==> config.mk <==
export PLATFORM = sky130hd
export DESIGN_NAME = ascii_number_parser
export DESIGN_NICKNAME = d
export VERILOG_FILES = /design/src/hdl/anp_pkg.sv /design/src/hdl/anp_char_step.sv /design/src/hdl/ascii_number_parser.sv
export SDC_FILE = /design/constraint.sdc
export NUM_CORES = 1
export LEC_CHECK = 0
export BUFFER_PORTS_ARGS = -buffer_cell sky130_fd_sc_hd__clkbuf_2
export CAP_MARGIN = 20
export CELL_PAD_IN_SITES_DETAIL_PLACEMENT = 0
export CELL_PAD_IN_SITES_GLOBAL_PLACEMENT = 1
export CORE_UTILIZATION = 42
export DETAILED_ROUTE_END_ITERATION = 10
export HOLD_SLACK_MARGIN = 0.02
export PLACE_DENSITY = 0.88
export SLEW_MARGIN = 20
export SYNTH_ARGS = -nofsm -noshare
export SYNTH_HDL_FRONTEND = slang
export SYNTH_SLANG_ARGS = --single-unit
==> constraint.sdc <==
create_clock -name i_clk -period 4.6 [get_ports i_clk]
set_input_delay 0.92 -clock i_clk [delete_from_list [all_inputs] [get_ports i_clk]]
set_output_delay 0.92 -clock i_clk [all_outputs]
set_load 0.03 [all_outputs]
==> src/hdl/anp_pkg.sv <==
// ============================================================================
// anp_pkg
// Types and constants shared by the ASCII number parser modules.
// ============================================================================
package anp_pkg;

    localparam int unsigned CharWidth  = 8;
    localparam int unsigned ValueWidth = 32;

    // Bytes below this code are blanks.
    localparam logic [CharWidth-1:0] BlankLimit = 8'h21;
    // Decimal radix; the multiply is built as (x << 3) + (x << 1).
    localparam int unsigned DecRadix = 10;

    localparam logic [CharWidth-1:0] ChPlus   = 8'h2B;
    localparam logic [CharWidth-1:0] ChMinus  = 8'h2D;
    localparam logic [CharWidth-1:0] ChDollar = 8'h24;
    localparam logic [CharWidth-1:0] ChZero   = 8'h30;
    localparam logic [CharWidth-1:0] ChNine   = 8'h39;
    localparam logic [CharWidth-1:0] ChLowA   = 8'h61;
    localparam logic [CharWidth-1:0] ChLowF   = 8'h66;
    localparam logic [CharWidth-1:0] ChUpA    = 8'h41;
    localparam logic [CharWidth-1:0] ChUpF    = 8'h46;
    localparam logic [CharWidth-1:0] ChLowX   = 8'h78;
    localparam logic [CharWidth-1:0] ChUpX    = 8'h58;

    typedef enum logic [2:0] {
        PH_SKIP  = 3'd0,
        PH_PLUS  = 3'd1,
        PH_MINUS = 3'd2,
        PH_PREF  = 3'd3,
        PH_ZERO  = 3'd4,
        PH_DEC   = 3'd5,
        PH_HEX   = 3'd6,
        PH_DONE  = 3'd7
    } t_phase;

    typedef struct packed {
        t_phase                phase;
        logic                  neg;
        logic [ValueWidth-1:0] acc;
    } t_parse_state;

    localparam t_parse_state ParseReset = '{phase: PH_SKIP, neg: 1'b0, acc: '0};

endpackage

==> src/hdl/anp_char_step.sv <==
// ============================================================================
// anp_char_step
// One character of parsing: next parser state and the value for end of string.
// ============================================================================
module anp_char_step (
    input  anp_pkg::t_parse_state              i_state,
    input  logic [anp_pkg::CharWidth-1:0]      i_char,
    input  logic                               i_last,
    output anp_pkg::t_parse_state              o_state,
    output logic [anp_pkg::ValueWidth-1:0]     o_value
);

    logic                              w_is_dec;
    logic                              w_is_lo_hex;
    logic                              w_is_up_hex;
    logic [3:0]                        w_dec_digit;
    logic [3:0]                        w_hex_digit;
    logic [anp_pkg::ValueWidth-1:0]    w_acc_dec;
    logic [anp_pkg::ValueWidth-1:0]    w_acc_hex;
    anp_pkg::t_parse_state             w_next;

    assign w_is_dec    = (i_char >= anp_pkg::ChZero) && (i_char <= anp_pkg::ChNine);
    assign w_is_lo_hex = (i_char >= anp_pkg::ChLowA) && (i_char <= anp_pkg::ChLowF);
    assign w_is_up_hex = (i_char >= anp_pkg::ChUpA)  && (i_char <= anp_pkg::ChUpF);
    assign w_dec_digit = i_char[3:0];
    // 'a'..'f' and 'A'..'F' both have low nibble 1..6
    assign w_hex_digit = w_is_dec ? i_char[3:0] : (i_char[3:0] + 4'd9);

    assign w_acc_dec = (i_state.acc << 3) + (i_state.acc << 1)
                     + {{(anp_pkg::ValueWidth-4){1'b0}}, w_dec_digit};
    assign w_acc_hex = {i_state.acc[anp_pkg::ValueWidth-5:0], w_hex_digit};

    // Next state: walk the phases in order until one consumes the character.
    always_comb begin
        anp_pkg::t_phase ph;
        logic            done;
        ph     = i_state.phase;
        done   = 1'b0;
        w_next = i_state;
        if (ph == anp_pkg::PH_SKIP) begin
            if (i_char < anp_pkg::BlankLimit) begin
                done = 1'b1;
            end else begin
                ph = anp_pkg::PH_PLUS;
            end
        end
        if (!done && ph == anp_pkg::PH_PLUS) begin
            if (i_char == anp_pkg::ChPlus) begin
                w_next.phase = anp_pkg::PH_MINUS;
                done         = 1'b1;
            end else begin
                ph = anp_pkg::PH_MINUS;
            end
        end
        if (!done && ph == anp_pkg::PH_MINUS) begin
            if (i_char == anp_pkg::ChMinus) begin
                w_next.neg   = 1'b1;
                w_next.phase = anp_pkg::PH_PREF;
                done         = 1'b1;
            end else begin
                ph = anp_pkg::PH_PREF;
            end
        end
        if (!done && ph == anp_pkg::PH_PREF) begin
            if (i_char == anp_pkg::ChDollar) begin
                w_next.phase = anp_pkg::PH_HEX;
                done         = 1'b1;
            end else if (i_char == anp_pkg::ChZero) begin
                w_next.acc   = '0;
                w_next.phase = anp_pkg::PH_ZERO;
                done         = 1'b1;
            end else begin
                ph = anp_pkg::PH_DEC;
            end
        end
        if (!done && ph == anp_pkg::PH_ZERO) begin
            if (i_char == anp_pkg::ChLowX || i_char == anp_pkg::ChUpX) begin
                w_next.phase = anp_pkg::PH_HEX;
                done         = 1'b1;
            end else begin
                ph = anp_pkg::PH_DEC;
            end
        end
        if (!done && ph == anp_pkg::PH_DEC) begin
            done = 1'b1;
            if (w_is_dec) begin
                w_next.acc   = w_acc_dec;
                w_next.phase = anp_pkg::PH_DEC;
            end else begin
                w_next.phase = anp_pkg::PH_DONE;
            end
        end
        if (!done && ph == anp_pkg::PH_HEX) begin
            if (w_is_dec || w_is_lo_hex || w_is_up_hex) begin
                w_next.acc = w_acc_hex;
            end else begin
                w_next.phase = anp_pkg::PH_DONE;
            end
        end
    end

    // Outputs: state returns to reset after the flagged character.
    always_comb begin
        o_state = i_last ? anp_pkg::ParseReset : w_next;
        o_value = w_next.neg ? ('0 - w_next.acc) : w_next.acc;
    end

endmodule

==> src/hdl/ascii_number_parser.sv <==
// ============================================================================
// ascii_number_parser
// Streams characters in, emits the signed 32-bit value at each end of string.
// ============================================================================
//
//  channel  dir  tdata                     tlast          tuser
//  s_axis   in   [7:0] char_code           end_of_string  -
//  m_axis   out  [31:0] parsed_value       -              -
//
//  One character per cycle unless stalled. A character is parsed in the
//  cycle it is accepted; the parser state (phase, sign, accumulator) is
//  updated at that edge. On the flagged last character the value is loaded
//  into the output register at that same edge and offered from the next
//  cycle. The decimal multiply-add plus final negation is the longest path.
//  Reset (i_rst_n low, synchronous) returns the parser to blank skipping and
//  empties the output register.
//  Input is taken while the output register is empty or being drained, so a
//  held result that is not being taken stalls every character, not only the
//  last one of the next string.
//
module ascii_number_parser (
    input  logic                              i_clk,
    input  logic                              i_rst_n,
    // input stream
    input  logic                              s_axis_tvalid,
    output logic                              s_axis_tready,
    input  logic [anp_pkg::CharWidth-1:0]     s_axis_tdata,   // [7:0] char_code
    input  logic                              s_axis_tlast,   // end_of_string
    // result stream
    output logic                              m_axis_tvalid,
    input  logic                              m_axis_tready,
    output logic [anp_pkg::ValueWidth-1:0]    m_axis_tdata    // [31:0] parsed_value
);

    anp_pkg::t_parse_state             r_state;
    anp_pkg::t_parse_state             n_state;
    logic [anp_pkg::ValueWidth-1:0]    r_value;
    logic [anp_pkg::ValueWidth-1:0]    w_value;
    logic                              r_out_valid;
    logic                              w_in_fire;

    // Output register is free when empty or taken in this same cycle.
    assign s_axis_tready = !r_out_valid || m_axis_tready;
    assign w_in_fire     = s_axis_tvalid && s_axis_tready;

    anp_char_step u_step (
        .i_state (r_state),
        .i_char  (s_axis_tdata),
        .i_last  (s_axis_tlast),
        .o_state (n_state),
        .o_value (w_value)
    );

    // Parser state advances only on an accepted character.
    always_ff @(posedge i_clk) begin
        if (!i_rst_n) begin
            r_state <= anp_pkg::ParseReset;
        end else if (w_in_fire) begin
            r_state <= n_state;
        end
    end

    // Result register: loads on the last character of a string.
    always_ff @(posedge i_clk) begin
        if (!i_rst_n) begin
            r_out_valid <= 1'b0;
        end else if (w_in_fire && s_axis_tlast) begin
            r_out_valid <= 1'b1;
        end else if (m_axis_tready) begin
            r_out_valid <= 1'b0;
        end
    end

    always_ff @(posedge i_clk) begin
        if (w_in_fire && s_axis_tlast) begin
            r_value <= w_value;
        end
    end

    assign m_axis_tvalid = r_out_valid;
    assign m_axis_tdata  = r_value;

endmodule
# == Word-level counts from Yosys, hierarchy flattened ==
# Cells that the tools add are included.
# Widths: inputs -> output; s select.
# word_totals
register_bits,69
input_bits,13
out_inout_bits,34
word_cells,100
# op_classes
n_addsub,4
order_cmp,7
n_eq_ne,12
muxes,48
reduce_logical,24
# op_table
op,count
$mux 32,8
$mux 3,21
$mux 36,1
$add 32x32->32,1
$add 32x4->32,1
$eq 8x6->1 const B,4
$sub 1x32->32 const A,1
$eq 8x7->1 const B,2
$ge 8x7->1 const B,2
$le 8x7->1 const B,2
$mux 1,14
$mux 4,3
$logic_and 1x1->1,11
$eq 3x3->1 const B,3
$ge 8x6->1 const B,1
$le 8x6->1 const B,1
$lt 8x6->1 const B,1
$logic_not 1->1,7
$eq 3x2->1 const B,2
$add 4x4->4 const B,1
$logic_or 1x1->1,4
$eq 3x1->1 const B,1
$logic_not 3->1,1
$mux 2,1
$reduce_bool 2->1,1

# == Logic depth before layout (Yosys ltp) ==
# logic_depth
ltp_word,23
mapped_depth,18
depth_no_buf,16

# == By module ==
# Synthesis repeated with hierarchy kept, for this count alone.
# unflattened
cells_unflattened,797
area_unflattened_um2,6667.6
# by_module_without_submodules
mod,n_inst,cells_each,area_each_um2,seq_area_each_um2
anp_char_step,1,603,4182.8,0.0
ascii_number_parser,1,194,2484.9,1701.6

# == Worst setup path after synthesis ==
# OpenSTA, ideal clock, no wires.
# synth_path
path_kind,input -> register
from,input port s_axis_tdata[3] (netlist name)
to,register r_value (netlist bit m_axis_tdata[25]) (data pin)
setup_ns,0.275
arrival_ns,4.412
required_time_ns,4.325
path_slack_ns,-0.087
stages,14
n_path_buf,0
cell_sequence,fa_1 > inv_1 > fa_1 > nand2b_1 > a21oi_1 > o2111a_2 > o21ai_2 > xnor2_1 > a222oi_1 > nand3_2 > nor4_4 > nor2b_1 > a21oi_1 > xnor2_1
# synth_between
elab_chain_cells,23
word_cells_on_any_way,74
classes_between,add/sub (3); order compare (7); eq/ne (12); mux (34); reduce/logical (18)
# synth_rtl
element,line,source
"start, declared",ascii_number_parser.sv:27,"input logic [anp_pkg::CharWidth-1:0] s_axis_tdata,"
$lt 8x6->1,anp_char_step.sv:41,if (i_char < anp_pkg::BlankLimit) begin
$mux 3 / $mux 1 (equally long branches),anp_char_step.sv:41,
$mux 3 / $mux 1 (equally long branches),anp_char_step.sv:40,if (ph == anp_pkg::PH_SKIP) begin
$eq 3x1->1 / $logic_not 1->1 (equally long branches),anp_char_step.sv:47,if (!done && ph == anp_pkg::PH_PLUS) begin
$logic_and 1x1->1,anp_char_step.sv:47,
$mux 3 / $mux 1 (equally long branches),anp_char_step.sv:47,
$eq 3x2->1 / $logic_not 1->1 (equally long branches),anp_char_step.sv:55,if (!done && ph == anp_pkg::PH_MINUS) begin
$logic_and 1x1->1,anp_char_step.sv:55,
(+8 left out),--,
$logic_and 1x1->1,anp_char_step.sv:84,if (!done && ph == anp_pkg::PH_DEC) begin
$mux 1,anp_char_step.sv:84,
$logic_not 1->1,anp_char_step.sv:93,if (!done && ph == anp_pkg::PH_HEX) begin
$logic_and 1x1->1,anp_char_step.sv:93,
$mux 32,anp_char_step.sv:93,
$sub 1x32->32,anp_char_step.sv:105,o_value = w_next.neg ? ('0 - w_next.acc) : w_next.acc;
$mux 32 (*),anp_char_step.sv:105,
"named net u_step.o_value, one bit",anp_char_step.sv:10,output logic [anp_pkg::ValueWidth-1:0] o_value
"end signal, assigned",ascii_number_parser.sv:76,r_value <= w_value;
"end, declared",ascii_number_parser.sv:37,logic [anp_pkg::ValueWidth-1:0] r_value;
# The timed path passes the listed nets; every way through them passes the cells marked *.
# A chain may end at the register's enable or synchronous reset.

# == Worst setup path in the final report ==
# layout_path
from,input port s_axis_tdata[3] (netlist name)
to,register r_value (netlist bit m_axis_tdata[31]) (data pin)
# The elaborated chain is that of the path after synthesis.

==> flow_summary_export.csv <==
group,metric,value,unit
setup_path,cp_data_required_time,4.69,ns
die,initial_utilization,43.1,%
setup_path,crit_path_end,"m_axis_tdata[31]",
global_route,antenna_found_initial,0,
yosys,synth_seq_area_share,27.1,%
detailed_routing,drc_errors,0,
global_route,gr-total-overflow,0,
yosys,synth_fp_nets,828,
die,coreArea,14500,um2
yosys,async_flop_share,0,%
die,ios,47,
clocking,clk_pin_slew_worst_paths,0.06,ns
cells_and_area,stdcell_count,1023,
detailed_routing,first_pass_iters,5,
placed_design,gp_congestion,0.833,
setup_path,reg2reg_to,"m_axis_tdata[31]",
clocking,cts_sinks,69,
yosys,synth.ff_latch_count,69,
clocking,cts_inserted_buffers,9,
clocking,insertion_delay,0.34,ns
power_and_ir_drop,powerDensity,209,nW/um2
sta,period_minus_slack,4.40,ns
sta,finClkSkew,0.00774,ns
sta,final_max_slew_viol_count,0,
sta,setup_viol,0,
global_route,grt_max_degree,38,
sta,finalCritPeriodShare,95.6,%
run,drv_cap,0,
placed_design,dp_cells,1006,
yosys,ys_warn_count,0,
yosys,synth_top_flop_cell,"dfxtp_1",
global_route,grt_util_all_layers,23.2,%
setup_path,ff2ff_path_depth,15,
setup_path,worst-setup-path-type,"primary input to flip-flop",
cells_and_area,drive_gt1_share,18.8,%
die,rows,44,
setup_path,r2r_slack,0.37,ns
detailed_routing,drt-wirelength-per-cell,17.0,um
clocking,ctsHoldBuffers,0,
detailed_routing,drt_iter0_drc,560,
detailed_routing,routed_wl,17400,um
power_and_ir_drop,p_leak,3.10,nW
clocking,cts_root_buf,"clkbuf_16",
yosys,netlist_instances,750,
sta,timing.hold.ws,0.502,ns
detailed_routing,viasPerCell,6.01,
placed_design,dp_hpwl,13200,um
setup_path,r2r-start,"r_state[0]",
clocking,cts_tree,"done",
outcome,status,"completed",
yosys,syn_area,6270,um2
setup_path,crit_path_max_fanout,5,
global_route,grt_pass1_vias,5543,
sta,fmaxAchievable,228,MHz
cells_and_area,fin_nets,912,
yosys,synth.distinct_cells,79,
sta,hold_viol,0,
die,die-area,15400,um2
clocking,cts_buffer_depth,2,
cells_and_area,diodes,0,
setup_path,worstSetupStartpointType,"primary input",
sta,slew_headroom,52.2,%
placed_design,numPortBuffers,46,
die,fp.dieH,124,um
yosys,avgSynthCellArea,8.36,um2
clocking,h-tree-depth,3,
global_route,grt_pass1_wl,28000,um
detailed_routing,via_count,6146,
setup_path,endpoint_kind,"flip-flop",
yosys,synth-edff-count,32,
sta,worst_pin_slew,0.716,ns
die,dieWidth,124,um
worst_hold_path,hold_path_class,"flip-flop to flip-flop",
detailed_routing,ant_nets,0,
power_and_ir_drop,ir_worst_vdd,0.000191,V
setup_path,startpoint,"s_axis_tdata[3]",
setup_path,cp.arrival,4.49,ns
cells_and_area,syn_to_final_growth,18.9,%
-- cell type report --
cell class / instances / area [um2]
clock buffer: 9 / 225
clock inverter: 7 / 97.6
fill: 1363 / 7080
inverter: 23 / 86.3
multi-input combinational: 617 / 4360
sequential: 69 / 1700
tap: 184 / 230
timing repair buffer: 114 / 753
-- where the power goes --
| group | leakage [nW] | internal [W] | total (W) | switching (W) |
|---|---|---|---|---|
| registers | 0.606 | 0.000653 | 0.000661 | 0.00000800 |
| clock network | 0.152 | 0.000476 | 0.000751 | 0.000275 |
| logic | 2.35 | 0.0000488 | 0.000148 | 0.0000994 |
-- kinds of logic after synthesis --
group / Yosys count / share of synthesized area (%)
buffers and inverters: 64 / 3.99
multiplexers: 5 / 0.818
adder cells (fa/ha/maj): 65 / 13.2
flip-flops: 69 / 27.1
XOR/XNOR: 47 / 6.57
AND/OR/NAND/NOR: 265 / 23.0
AO/OA/AOI/OAI: 235 / 25.3
-- worst max-delay path, stage by stage --
cell and delay [ns]:
clkbuf_2 0.11, fa_1 0.50, ha_1 0.32, a211oi_1 0.24
buf_4 0.16, o21ai_0 0.12, a41oi_1 0.36, mux2i_1 0.16
a221o_1 0.31, nor3_1 0.24, nand3_1 0.20, nor4_4 0.29
buf_4 0.18, nor2b_1 0.14, a21oi_1 0.09, xnor2_1 0.15
-- worst min path at each step --
stage,depth (start not counted),start,slack (ns),to
floorplan,2,r_state[32],0.45,r_state[32]
global placement,2,r_state[32],0.48,r_state[32]
detailed placement,2,r_state[32],0.49,r_state[32]
CTS,2,r_state[32],0.50,r_state[32]
global route,2,r_state[32],0.54,r_state[32]
finish,2,r_state[32],0.50,r_state[32]
-- stage by stage --
stage	TNS (ns)	power, W	setup slack [ns]	utilization [%]	instance area (um2)
6_report	0	0.00156	0.204	51.3	7450
5_1_grt	-0.0128	0.00160	-0.0107	51.3	7450
4_1_cts	0	0.00156	0.142	51.0	7410
3_5_place_dp	-1.00	0.000818	-0.189	48.8	7090
3_3_place_gp	-0.443	0.000816	-0.0628	48.8	7090
2_1_floorplan	0	0.000767	0.0248	-	6270
-- placed cells by master (no fill, tap or decap), types with 5 or more instances in the layout --
cell	Yosys	layout
and2_1	20	20
a222oi_1	8	8
clkbuf_2	0	46
ha_1	63	63
xor2_1	22	22
edfxtp_1	32	32
o21a_1	5	5
o31ai_1	6	6
a221oi_1	8	8
a21o_1	10	10
dfxtp_1	37	37
nand3_1	23	23
clkbuf_16	0	9
and3_1	5	5
nand2_1	56	56
nor2b_1	19	19
inv_1	23	22
xnor2_1	25	25
a211oi_1	5	5
a31oi_1	6	6
nand4_1	9	9
a21boi_0	6	5
buf_4	0	67
nand2b_1	14	13
nand3b_1	5	5
o21bai_1	5	5
a21oi_1	52	51
o211ai_1	11	11
nor3_1	25	24
o21ai_0	48	48
o22ai_1	9	9
a22oi_1	19	19
nor2_1	50	48
-- cell usage after synthesis, types with 4 or more instances --
cell type / count / share of area [%]
o22ai_1: 9 / 0.90
buf_2: 8 / 0.64
o21a_1: 5 / 0.60
o21bai_1: 5 / 0.60
nand3b_1: 5 / 0.60
nor3_1: 25 / 2.0
nor2_1: 50 / 3.0
o31ai_1: 6 / 0.72
o21ai_1: 4 / 0.32
nand3_1: 23 / 1.8
and3_1: 5 / 0.50
and2_1: 20 / 2.0
a21oi_1: 52 / 4.2
nand2b_1: 14 / 1.4
a221oi_1: 8 / 1.1
a22oi_1: 19 / 2.3
edfxtp_1: 32 / 15
nor3b_1: 4 / 0.48
xnor2_1: 25 / 3.5
a222oi_1: 8 / 1.3
inv_1: 23 / 1.4
a21boi_0: 6 / 0.72
clkbuf_1: 31 / 1.9
nor4b_1: 4 / 0.56
a211oi_1: 5 / 0.60
a31oi_1: 6 / 0.60
nand2_1: 56 / 3.4
a21o_1: 10 / 1.2
nor2b_1: 19 / 1.9
o221ai_1: 4 / 0.56
o21ai_0: 48 / 3.8
o211ai_1: 11 / 1.3
dfxtp_1: 37 / 12
or2_2: 4 / 0.40
xor2_1: 22 / 3.1
nor4_1: 4 / 0.40
ha_1: 63 / 13
mux2i_1: 4 / 0.64
nand4_1: 9 / 0.90
-- sequential cells by signal, indices dropped and copies added, names as in the netlist --
signal,flops
r_state,36
m_axis_tdata,32
m_axis_tvalid,1
-- per-layer routing --
metal  share of wire [%]  global-route usage (%)  routed length (um)
met1                  50                    35.5                8670
met2                  41                    32.8                7160
met3                 6.4                    1.92                1120
met4                 2.5                    9.30                 438
met5                   0                       0                   0
-- timing repair --
| action | CTS | global route |
|---|---|---|
| endpoints found under the hold margin | 0 | 0 |
| buffers inserted | 0 | 1 |
| endpoints found under the setup margin | 0 | 12 |
| resized for setup | 0 | 7 |
No activity file was read; power rests on OpenSTA's default activity.
